`src/hw/rtl/lsh_pkg.sv`:
```
// ----------------------------------------------------------------------------
// lsh_pkg - shared types and constants for the line span hasher
// Span limit, byte codes, hash constants, the record carried from the
// span tracker to the hash reduction pipeline, and the accumulator mix step.
// ----------------------------------------------------------------------------
`default_nettype none

package lsh_pkg;

   localparam int MaxSpan    = 64;
   localparam int CountWidth = $clog2(MaxSpan + 1);

   localparam logic [7:0] ByteLf = 8'h0A;
   localparam logic [7:0] ByteCr = 8'h0D;

   localparam int MixShift   = 7;
   localparam int CrossShift = 25;

   localparam logic [31:0] HashMult  = 32'h61;
   localparam logic [16:0] HashPrime = 17'd107927;

   // quotient estimate: q = (sum[31:TopShift] * HashRecip) >> RecipShift
   localparam int TopShift   = 15;
   localparam int RecipShift = 24;
   localparam logic [22:0] HashRecip =
      23'((64'd1 << (TopShift + RecipShift)) / 64'd107927);

   typedef struct packed {
      logic [31:0] high;
      logic [31:0] low;
   } mix_type;

   typedef struct packed {
      logic [CountWidth-1:0] length;
      logic                  crlf;
      logic                  last_of_run;
      logic                  buffer_done;
   } rsp_meta_type;

   typedef struct packed {
      mix_type      mix;
      rsp_meta_type meta;
   } span_rec_type;

   function automatic mix_type mix_step(mix_type m, logic [7:0] c);
      mix_type r;
      r.high = ((m.high << MixShift) ^ (m.low >> CrossShift)) + {24'd0, c};
      r.low  = (m.low << MixShift) ^ (m.high >> CrossShift);
      return r;
   endfunction

endpackage

`default_nettype wire

```
`src/hw/rtl/lsh_span.sv`:
```
// ----------------------------------------------------------------------------
// lsh_span - span tracker
// Absorbs one byte per beat into the accumulators, handles the held CR,
// closes spans and queues up to two span records for the hash pipeline.
// ----------------------------------------------------------------------------
`default_nettype none

module lsh_span (
   input  wire logic                 clock,
   input  wire logic                 reset,
   input  wire logic                 text_mode,
   input  wire logic                 in_valid,
   output logic                      in_ready,
   input  wire logic [7:0]           in_byte,
   input  wire logic                 in_last,
   output logic                      rec_valid,
   input  wire logic                 rec_ready,
   output lsh_pkg::span_rec_type     rec
);

   localparam int CW = lsh_pkg::CountWidth;

   lsh_pkg::mix_type      mix_ff, mix_in;
   logic [CW-1:0]         count_ff, count_in;
   logic                  held_ff, held_in;
   logic                  crlf_ff, crlf_in;

   lsh_pkg::span_rec_type slot0_ff, slot0_in, slot1_ff, slot1_in;
   logic [1:0]            fill_ff, fill_in;

   logic                  accept, pop;
   logic                  is_lf, is_cr, do_cr, emit_a, absorb_b, emit_b, valid_b;
   logic                  crlf_now;
   lsh_pkg::mix_type      mix_cr, base_mix, mix_b;
   logic [CW-1:0]         count_cr, base_count, count_b;
   lsh_pkg::span_rec_type rec_a, rec_b;

   always_comb begin
      is_lf    = (in_byte == lsh_pkg::ByteLf);
      is_cr    = (in_byte == lsh_pkg::ByteCr);
      crlf_now = crlf_ff | (held_ff & is_lf);

      // held CR goes in first unless text mode drops it before LF
      do_cr    = held_ff & (~is_lf | ~text_mode);
      mix_cr   = lsh_pkg::mix_step(mix_ff, lsh_pkg::ByteCr);
      count_cr = count_ff + CW'(1);
      emit_a   = do_cr & (count_cr >= CW'(lsh_pkg::MaxSpan));

      base_mix   = mix_ff;
      base_count = count_ff;
      if (emit_a) begin
         base_mix   = '0;
         base_count = '0;
      end else if (do_cr) begin
         base_mix   = mix_cr;
         base_count = count_cr;
      end

      absorb_b = ~(is_cr & ~in_last);
      mix_b    = base_mix;
      count_b  = base_count;
      if (absorb_b) begin
         mix_b   = lsh_pkg::mix_step(base_mix, in_byte);
         count_b = base_count + CW'(1);
      end
      emit_b  = absorb_b & ((count_b >= CW'(lsh_pkg::MaxSpan)) | is_lf);
      valid_b = emit_b | (in_last & (count_b != '0));

      rec_a.mix              = mix_cr;
      rec_a.meta.length      = count_cr;
      rec_a.meta.crlf        = crlf_now;
      rec_a.meta.last_of_run = ~valid_b;
      rec_a.meta.buffer_done = in_last & ~valid_b;

      rec_b.mix              = mix_b;
      rec_b.meta.length      = count_b;
      rec_b.meta.crlf        = crlf_now;
      rec_b.meta.last_of_run = 1'b1;
      rec_b.meta.buffer_done = in_last;
   end

   assign rec_valid = (fill_ff != 2'd0);
   assign rec       = slot0_ff;
   assign pop       = rec_valid & rec_ready;
   // new beat only when everything queued is gone by the next edge
   assign in_ready  = (fill_ff == 2'd0) | ((fill_ff == 2'd1) & pop);
   assign accept    = in_valid & in_ready;

   always_comb begin
      mix_in   = mix_ff;
      count_in = count_ff;
      held_in  = held_ff;
      crlf_in  = crlf_ff;
      slot0_in = slot0_ff;
      slot1_in = slot1_ff;
      fill_in  = fill_ff;

      if (accept) begin
         if (in_last) begin
            mix_in   = '0;
            count_in = '0;
            held_in  = 1'b0;
            crlf_in  = 1'b0;
         end else begin
            mix_in   = emit_b ? '0 : mix_b;
            count_in = emit_b ? '0 : count_b;
            held_in  = is_cr;
            crlf_in  = crlf_now;
         end
         slot0_in = emit_a ? rec_a : rec_b;
         slot1_in = rec_b;
         fill_in  = {1'b0, emit_a} + {1'b0, valid_b};
      end else if (pop) begin
         slot0_in = slot1_ff;
         fill_in  = fill_ff - 2'd1;
      end
   end

   always_ff @(posedge clock) begin
      if (reset) begin
         mix_ff   <= '0;
         count_ff <= '0;
         held_ff  <= 1'b0;
         crlf_ff  <= 1'b0;
         fill_ff  <= 2'd0;
      end else begin
         mix_ff   <= mix_in;
         count_ff <= count_in;
         held_ff  <= held_in;
         crlf_ff  <= crlf_in;
         fill_ff  <= fill_in;
      end
   end

   always_ff @(posedge clock) begin
      slot0_ff <= slot0_in;
      slot1_ff <= slot1_in;
   end

endmodule

`default_nettype wire

```
`src/hw/rtl/lsh_hash.sv`:
```
// ----------------------------------------------------------------------------
// lsh_hash - hash reduction pipeline
// Folds the two accumulators into one word, then reduces it modulo the
// hash prime with a reciprocal multiply and a small correction.
// ----------------------------------------------------------------------------
`default_nettype none

module lsh_hash (
   input  wire logic                  clock,
   input  wire logic                  reset,
   input  wire logic                  rec_valid,
   output logic                       rec_ready,
   input  wire lsh_pkg::span_rec_type rec,
   output logic                       out_valid,
   input  wire logic                  out_ready,
   output logic [16:0]                out_hash,
   output lsh_pkg::rsp_meta_type      out_meta
);

   localparam int TS = lsh_pkg::TopShift;
   localparam int RS = lsh_pkg::RecipShift;
   localparam int QW = 32 - TS + 23 - RS;

   logic                  v1_ff, v2_ff, v3_ff;
   logic                  rdy1, rdy2, rdy3;
   logic [31:0]           sum1_ff, sum2_ff;
   lsh_pkg::rsp_meta_type meta1_ff, meta2_ff, meta3_ff;
   logic [QW-1:0]         quot2_ff;
   logic [16:0]           hash3_ff;

   logic [31:0]           sum;
   logic [39:0]           prod;
   logic [32:0]           qp;
   logic [31:0]           diff;
   logic [18:0]           rem;
   logic [18:0]           prime1, prime2;
   logic [18:0]           hash;

   assign rdy3      = ~v3_ff | out_ready;
   assign rdy2      = ~v2_ff | rdy3;
   assign rdy1      = ~v1_ff | rdy2;
   assign rec_ready = rdy1;

   assign sum  = rec.mix.high + rec.mix.low * lsh_pkg::HashMult;
   assign prod = 40'(sum1_ff[31:TS]) * 40'(lsh_pkg::HashRecip);

   // estimate is at most two below the true quotient
   assign qp     = 33'(quot2_ff) * 33'(lsh_pkg::HashPrime);
   assign diff   = sum2_ff - qp[31:0];
   assign rem    = diff[18:0];
   assign prime1 = 19'(lsh_pkg::HashPrime);
   assign prime2 = {prime1[17:0], 1'b0};

   always_comb begin
      if (rem >= prime2) begin
         hash = rem - prime2;
      end else if (rem >= prime1) begin
         hash = rem - prime1;
      end else begin
         hash = rem;
      end
   end

   always_ff @(posedge clock) begin
      if (reset) begin
         v1_ff <= 1'b0;
         v2_ff <= 1'b0;
         v3_ff <= 1'b0;
      end else begin
         if (rdy1) begin
            v1_ff <= rec_valid;
         end
         if (rdy2) begin
            v2_ff <= v1_ff;
         end
         if (rdy3) begin
            v3_ff <= v2_ff;
         end
      end
   end

   always_ff @(posedge clock) begin
      if (rdy1) begin
         sum1_ff  <= sum;
         meta1_ff <= rec.meta;
      end
      if (rdy2) begin
         sum2_ff  <= sum1_ff;
         quot2_ff <= prod[RS +: QW];
         meta2_ff <= meta1_ff;
      end
      if (rdy3) begin
         hash3_ff <= hash[16:0];
         meta3_ff <= meta2_ff;
      end
   end

   assign out_valid = v3_ff;
   assign out_hash  = hash3_ff;
   assign out_meta  = meta3_ff;

endmodule

`default_nettype wire

```
`src/hw/rtl/line_span_hasher.sv`:
```
// ----------------------------------------------------------------------------
// line_span_hasher - cuts a byte stream into spans and hashes each span
// Top level: mode register, span tracker and hash reduction pipeline.
// ----------------------------------------------------------------------------
// Takes one byte per cycle unless the tracker's queue holds a record not being
// taken. A span closes at a line feed, after 64 counted bytes, or at the
// buffer's last byte (req_tlast); each closed span gives one result beat with
// its hash modulo 107927 and its length. A byte that closes two spans (a held
// CR filling a span, then the byte itself) gives two result beats and holds
// req_tready low while the tracker's two-entry queue drains. Each result is
// registered in the tracker's queue, then in the hash pipeline's fold,
// quotient and correction stages. A CR is held until the next byte; in text
// mode (csr_wr_data written as 1) a CR right before LF is dropped. rsp_tuser
// marks the last result of a byte, rsp_tlast the last span of the buffer.
`default_nettype none

module line_span_hasher (
   input  wire logic        clock,
   input  wire logic        reset,
   input  wire logic        csr_wr_en,
   input  wire logic        csr_wr_data,
   input  wire logic        req_tvalid,
   output logic             req_tready,
   input  wire logic [7:0]  req_tdata,   // [7:0] data_byte
   input  wire logic        req_tlast,   // end_of_buffer
   output logic             rsp_tvalid,
   input  wire logic        rsp_tready,
   output logic [31:0]      rsp_tdata,   // [16:0] span_hash, [23:17] span_length,
                                         // [24] crlf_seen, [31:25] zero
   output logic             rsp_tuser,   // last_of_run
   output logic             rsp_tlast    // buffer_done
);

   logic                  text_mode_ff;
   logic                  rec_valid, rec_ready;
   lsh_pkg::span_rec_type rec;
   logic [16:0]           out_hash;
   lsh_pkg::rsp_meta_type out_meta;

   always_ff @(posedge clock) begin
      if (reset) begin
         text_mode_ff <= 1'b0;
      end else if (csr_wr_en) begin
         text_mode_ff <= csr_wr_data;
      end
   end

   lsh_span u_span (
      .clock     (clock),
      .reset     (reset),
      .text_mode (text_mode_ff),
      .in_valid  (req_tvalid),
      .in_ready  (req_tready),
      .in_byte   (req_tdata),
      .in_last   (req_tlast),
      .rec_valid (rec_valid),
      .rec_ready (rec_ready),
      .rec       (rec)
   );

   lsh_hash u_hash (
      .clock     (clock),
      .reset     (reset),
      .rec_valid (rec_valid),
      .rec_ready (rec_ready),
      .rec       (rec),
      .out_valid (rsp_tvalid),
      .out_ready (rsp_tready),
      .out_hash  (out_hash),
      .out_meta  (out_meta)
   );

   assign rsp_tdata = {7'd0, out_meta.crlf, out_meta.length, out_hash};
   assign rsp_tuser = out_meta.last_of_run;
   assign rsp_tlast = out_meta.buffer_done;

endmodule

`default_nettype wire

```
`config.mk`:
```
export PLATFORM = sky130hd
export DESIGN_NAME = line_span_hasher
export DESIGN_NICKNAME = d
export VERILOG_FILES = /design/src/hw/rtl/lsh_pkg.sv /design/src/hw/rtl/lsh_span.sv /design/src/hw/rtl/lsh_hash.sv /design/src/hw/rtl/line_span_hasher.sv
export SDC_FILE = /design/constraint.sdc
export NUM_CORES = 2
export LEC_CHECK = 0
export BUFFER_PORTS_ARGS = -buffer_cell sky130_fd_sc_hd__buf_2
export CORE_MARGIN = 2
export CORE_UTILIZATION = 55
export CTS_BUF_LIST = sky130_fd_sc_hd__clkbuf_8
export DETAILED_ROUTE_END_ITERATION = 10
export PLACE_DENSITY = 0.74
export SYNTH_ARGS = -nofsm -noshare
export SYNTH_HDL_FRONTEND = slang
export SYNTH_HIERARCHICAL = 1
export SYNTH_SLANG_ARGS = --single-unit
```
`constraint.sdc`:
```
create_clock -name clock -period 5.8 [get_ports clock]
set_input_delay 0.29 -clock clock [delete_from_list [all_inputs] [get_ports clock]]
set_output_delay 0.29 -clock clock [all_outputs]
set_load 0.02 [all_outputs]
```
# Word-level counts from Yosys, hierarchy flattened
# Index checks and enable logic that the tools add are counted.
classes:
  eq_ne: 3
  n_reduce_logical: 4
  muxes: 19
  add_sub_neg: 10
  bitwise_logic: 30
  order_cmp: 4
  multipliers: 3
ops:
  columns: ["cell", "n"]
  rows:
  - ["$mux W64", 5]
  - ["$mux W74", 3]
  - ["$xor A32 B7 Y32", 4]
  - ["$mul A17 B22 Y39 const B", 1]
  - ["$mux W7", 5]
  - ["$mux W17", 2]
  - ["$sub A17 B17 Y17 const B", 2]
  - ["$add A32 B32 Y32", 1]
  - ["$add A32 B4 Y32 const B", 1]
  - ["$add A32 B8 Y32", 1]
  - ["$mul A32 B7 Y32 const B", 1]
  - ["$ge A19 B17 Y1 const B", 1]
  - ["$ge A19 B18 Y1 const B", 1]
  - ["$mul A16 B17 Y19 const B", 1]
  - ["$sub A19 B19 Y19", 1]
  - ["$eq A8 B4 Y1 const B", 2]
  - ["$add A7 B1 Y7 const B", 2]
  - ["$ge A7 B7 Y1 const B", 2]
  - ["$and A1 B1 Y1", 10]
  - ["$not A1 Y1", 8]
  - ["$or A1 B1 Y1", 8]
  - ["$reduce_bool A7 Y1", 1]
  - ["$mux W2", 2]
  - ["$reduce_bool A2 Y1", 2]
  - ["other kinds (5)", 6]
totals:
  wordCells: 110
  reg_bits: 340

# Depth between registers and ports, before layout
logic_depth:
  depth_word: 16
  ltp_mapped: 26
  depth_no_buf: 24

# Modules after synthesis
# The synthesis kept the hierarchy.
modules_own_cells:
  columns: ["mod", "seq_area_each_um2", "area_each_um2", "instances", "cells_per_inst"]
  rows:
  - ["lsh_hash", 3483.3, 18884.4, 1, 1799]
  - ["lsh_span", 5915.7, 11920.2, 1, 1280]
  - ["line_span_hasher", 20.0, 90.1, 1, 11]

# Least setup slack after synthesis
# OpenSTA, ideal clock, no wires.
synth_timing:
  kind: "flip-flop to flip-flop"
  from: "reg u_hash.quot2_ff[5]"
  to: "reg u_hash.hash3_ff[9], in the netlist u_hash/out_hash[9] (data pin)"
  arrival_ps: 6127
  slack_ps: -593
  stages_incl_launch_ff: 23
  cell_sequence: "edfxtp_1 > inv_1 > ha_1 > fa_1 > inv_1 > fa_1 > fa_1 > fa_1 > inv_1 > fa_1 > inv_1 > ha_1 > buf_2 > nand3_1 > o21ai_0 > a211o_1 > a211oi_2 > inv_1 > a221oi_1 > a221oi_4 > or2_4 > a2bb2oi_2 > xnor2_1"
synth_via:
  elab_chain_len: 5
synth_rtl:
  columns: ["item", "line_no", "text"]
  rows:
  - ["start: declaration", "lsh_hash.sv:28", "logic [QW-1:0] quot2_ff;"]
  - ["start signal: assignment", "lsh_hash.sv:89", "quot2_ff <= prod[RS +: QW];"]
  - ["$mul A16 B17 Y19 *", "lsh_hash.sv:48", "assign qp = 33'(quot2_ff) * 33'(lsh_pkg::HashPrime);"]
  - ["$sub A19 B19 Y19 *", "lsh_hash.sv:49", "assign diff = sum2_ff - qp[31:0];"]
  - ["$sub A17 B17 Y17 or $ge A19 B17 Y1 (tied branches)", "lsh_hash.sv:58, lsh_hash.sv:57", null]
  - ["$mux W17", "lsh_hash.sv:57", "end else if (rem >= prime1) begin"]
  - ["$mux W17 *", "lsh_hash.sv:55", "if (rem >= prime2) begin"]
  - ["named net u_hash.hash[9]", "lsh_hash.sv:37", "logic [18:0] hash;"]
  - ["end signal: assignment", "lsh_hash.sv:93", "hash3_ff <= hash[16:0];"]
  - ["end: declaration", "lsh_hash.sv:29", "logic [16:0] hash3_ff;"]
# The timed path passes the listed nets; every way through them passes the cells marked *.
# A chain may end at the register's enable or synchronous reset.

# Worst setup path in the final report
layout_timing:
  from: "reg u_hash.quot2_ff[6]"
  to: "reg u_hash.hash3_ff[9], in the netlist u_hash/out_hash[9] (data pin)"
# The elaborated chain is that of the path after synthesis.

==> results.md <==
- The total via count in the routed design is approximately 24000.
- Global routing used 28.47% of the available tracks.
- The number of sinks driven by the clock tree is 340.
- The final critical path takes up 107.8% of the cycle.
- The core area is approximately 55000 µm².
- At the end of the flow, the number of nets in the layout was 4075.
- Counting both buffers and inverters, the worst setup path holds a total of 7.
- The count of buffers added on input and output ports is 43.
- The element type at the critical path start is a register.
- For the worst flop-to-flop path, the logic depth is 25.
- The worst clock skew is approximately 63 ps.
- Dividing the detail-routed wire length by the instance count gives between 15 and 20 µm.
- Routability-driven placement finished with a final weighted congestion of ~0.94.
- For this run, the number of Yosys warnings is 6.
- The maximum achievable frequency is 159.9 MHz.
- The share of layout cells above drive strength 1 is between 10% and 20%.
- Global routing finished with a remaining overflow of 0.
- At the worst endpoint, the required time is 6200 ps.
- The synthesized netlist cell count is between 3000 and 4000.
- At the worst endpoint, the arrival time is around 6700 ps.
- The maximum number of pins on one net before global-route repair is 80.
- The via count of the first global-routing pass came to between 20000 and 25000.
- The number of buffers inserted during clock tree synthesis is slightly below 60.
- The setup check on the worst reg-to-reg path leaves a slack of -460 ps.
- The number of rows in the core area is between 80 and 90.
- The detailed-route DRC error count is 0.
- Setup violations remaining at the end of the flow were counted as 26.
- Before antenna repair, the detailed router went through 5 iterations.
- Once the floorplan was initialized, standard cells occupied a little under three fifths of the core.
- Of all nets on the critical path, the largest fanout is 4.
- In this run the critical register-to-register path is launched from u_hash/quot2_ff[6]$_DFFE_PP_.
- The die covers just under 60000 µm².
- Dividing the detail-routed via count by the number of cells gives 5.640.
- The boundary pin count is 51.
- The run finished, with violations left.
- The die is 241.0 µm wide.
- Counting flops with a built-in enable in the synthesized netlist gives between 200 and 300.
- After layout, the worst setup slack is -455.0 ps.
- The count of antenna diodes in the layout is 0.
- The startpoint identified for the worst hold timing path is req_tdata[0].
- The worst-case headroom to the max-slew limit is around 13%.
- The highest-delay cell along the critical path is fa_1.
- STA classifies the critical path endpoint as a register.
- The maximum count of clock buffers along a single path is 3.
- The initial antenna violation count is 0.
- The clock period minus final worst setup slack is 6255 ps.
- The delay of the slowest cell on the worst path is 610 ps.
- The average instance in the mapped netlist occupies ~10 µm².
- The first global-routing pass estimated ~130000 µm of wire.
- Max-cap violations in this run came to 0.
- Setup repair after global routing could not meet its margin everywhere.
- The checks that failed: negative setup slack.
- The number of failing hold endpoints at the final stage is 0.
- The first routing iteration left about 1700 violations.
- The area growth from synthesis to layout is 17.90%.
- After detailed routing, the total wire length is slightly above 80000 µm.
- Counting stages on the worst path, the most repeated cell is fa_1.
- The cell sitting at the root of the clock tree is a clkbuf_8.
- The H-tree was split into 2 levels.
- The max-slew violation count came to 0.
- Synthesis instantiated 111 different standard cells from the library.
- Once detail routing completed, the nets flagged for antenna violations numbered 0.
- The critical path is of the reg -> reg type.
- The post-synthesis cell area is 30890 µm².
- Synthesis inferred 340 register bits.
- The share of the Yosys chip area taken by registers is between 30% and 40%.
- At the pin with the least slew margin, the transition time is ~1300 ps.
- The cell family contributing the most delay on the critical path is adder cells.
- The final standard cell utilization of the core is 65.86%.
- The tightest min-delay check is of the in -> reg type.
- The post-CTS clock slew at the launch and capture registers of the worst setup and hold paths is about 60 ps.
- The async set-reset flop share out of synthesis is 0%.
- The worst hold path passes through 3 cells.
- Among all flip-flop cells after synthesis, the most frequent one is edfxtp_1.
- The wire-length estimate of the detail-placed layout is 62460 µm.
- TritonCTS built the clock tree.
- The die height is 241.0 µm.
- The layout has 4355 filler cells.
- The top cell types in the final layout, fill and taps aside, are inv_1 (539), ha_1 (349), buf_4 (300), edfxtp_1 (261), fa_1 (260).
- The hold-critical path endpoint is u_span/slot1_ff[42]$_DFFE_PP_.
- Clock latency on the worst-skew pair, taken at its later pin, is around 700 ps.
- The worst register-to-register path ends at u_hash/out_hash[9]$_DFFE_PP_.
- Leaving out fill and tap cells, the most frequent cell in the layout is inv_1.
==> metal layers <==
| layer | up-vias | wire, µm | global-route usage [%] |
|---|---|---|---|
| met5 | - | 0 | 0 |
| met4 | 0 | 3373 | 11.63 |
| met3 | 191 | 4371 | 3.626 |
| met2 | 782 | 40980 | 49.83 |
| met1 | 11613 | 33250 | 35.66 |
| li1 | 11205 | - | - |
==> cells by family after synthesis <==
group | after synthesis | synth area share [%]
AO/OA/AOI/OAI | 646 | 14.43
flip-flops | 340 | 30.49
XOR/XNOR | 145 | 4.204
multiplexers | 18 | 0.5953
AND/OR/NAND/NOR | 630 | 9.562
other | 1 | 0.01214
buffers and inverters | 670 | 8.404
adder cells (fa/ha/maj) | 640 | 32.31
==> how the worst max path moves through the flow <==
stage                                   from                             to  slack (ps)  cells past startpoint
6_report        u_hash/quot2_ff[6]$_DFFE_PP_   u_hash/out_hash[9]$_DFFE_PP_        -460                     25
5_1_grt         u_hash/quot2_ff[4]$_DFFE_PP_   u_hash/out_hash[9]$_DFFE_PP_        -660                     28
4_1_cts         u_hash/quot2_ff[6]$_DFFE_PP_   u_hash/out_hash[7]$_DFFE_PP_        -430                     24
3_5_place_dp    u_hash/quot2_ff[6]$_DFFE_PP_   u_hash/out_hash[2]$_DFFE_PP_        -660                     21
3_3_place_gp   u_hash/quot2_ff[13]$_DFFE_PP_   u_hash/out_hash[2]$_DFFE_PP_        -530                     19
2_1_floorplan   u_hash/quot2_ff[4]$_DFFE_PP_  u_hash/out_hash[16]$_DFFE_PP_        -360                     22
==> state kept, by name, summed over array words and instances, names as in the netlist <==
name and flops:
u_span/crlf_ff 1, u_hash/v1_ff 1, u_hash/meta1_ff 10, text_mode_ff 1, u_span/rec 74, u_span/count_ff 7
u_hash/out_meta 10, u_hash/meta2_ff 10, u_hash/v2_ff 1, u_span/held_ff 1, u_span/fill_ff 2, u_span/slot1_ff 73
u_hash/sum1_ff 32, u_hash/quot2_ff 16, u_hash/out_valid 1, u_hash/sum2_ff 19, u_hash/out_hash 17, u_span/mix_ff 64
==> area by class of cell <==
| type | count | area (µm²) | area share [%] |
|---|---|---|---|
| multi-input cells | 2087 | 19820 | 54.41 |
| flip-flops and latches | 340 | 9419 | 25.86 |
| inverters | 554 | 2081 | 5.713 |
| repair buffers | 379 | 2920 | 8.018 |
| clock inverters | 47 | 382.9 | 1.051 |
| clock buffers | 63 | 867.1 | 2.381 |
| well taps | 748 | 935.9 | 2.569 |
==> tightest hold or removal path: cells and delay by family <==
family,cells,cell delay (ps)
buffers and inverters,1,110
adders and majority gates,1,220
muxes,1,210
==> what timing repair did <==
item | CTS | global route
gates resized for setup | 99 | 54
hold endpoints to repair | 3 | 0
buffers inserted | 44 | 17
gates cloned | 1 | 0
hold buffers | 4 | 0
endpoints found under the setup margin | 31 | 32
pin swaps | 95 | 59
==> Yosys cell counts (15+ instances only) <==
cell type	count	area (µm²)
a21o_1	28	210.2
a21oi_1	142	710.7
a22oi_1	105	788.3
buf_2	22	110.1
clkbuf_1	72	270.3
dfxtp_1	79	1582
edfxtp_1	261	7838
fa_1	263	5265
ha_1	377	4717
inv_1	553	2076
mux2i_1	15	150.1
nand2_1	230	863.3
nand2b_1	15	93.84
nand3_1	37	185.2
nand4_1	18	112.6
nor2_1	183	686.9
nor2b_1	16	100.1
nor3_1	27	135.1
nor4_1	15	93.84
o211ai_1	15	112.6
o21a_1	19	142.6
o21ai_0	146	730.7
o21bai_1	16	120.1
or3_1	15	93.84
xnor2_1	109	954.7
xor2_1	33	289.0
==> through the flow <==
step	instances	hold WS, ps	setup WS [ps]	setup TNS (ps)	area (µm²)
after floorplan	3096	362.4	-356.7	-4929	31100
after global placement	4045	400.5	-528.2	-9260	33860
after detailed placement	4045	405.4	-655.8	-12210	33860
after CTS	4201	193.2	-433.8	-7438	35990
after global routing	4218	228.8	-657.9	-13880	36420
final	4218	262.1	-455.0	-8485	36420
Power is left out: the tool's default activity adds up to more than one toggle a clock period on the data nets, which glitch-free logic cannot reach.
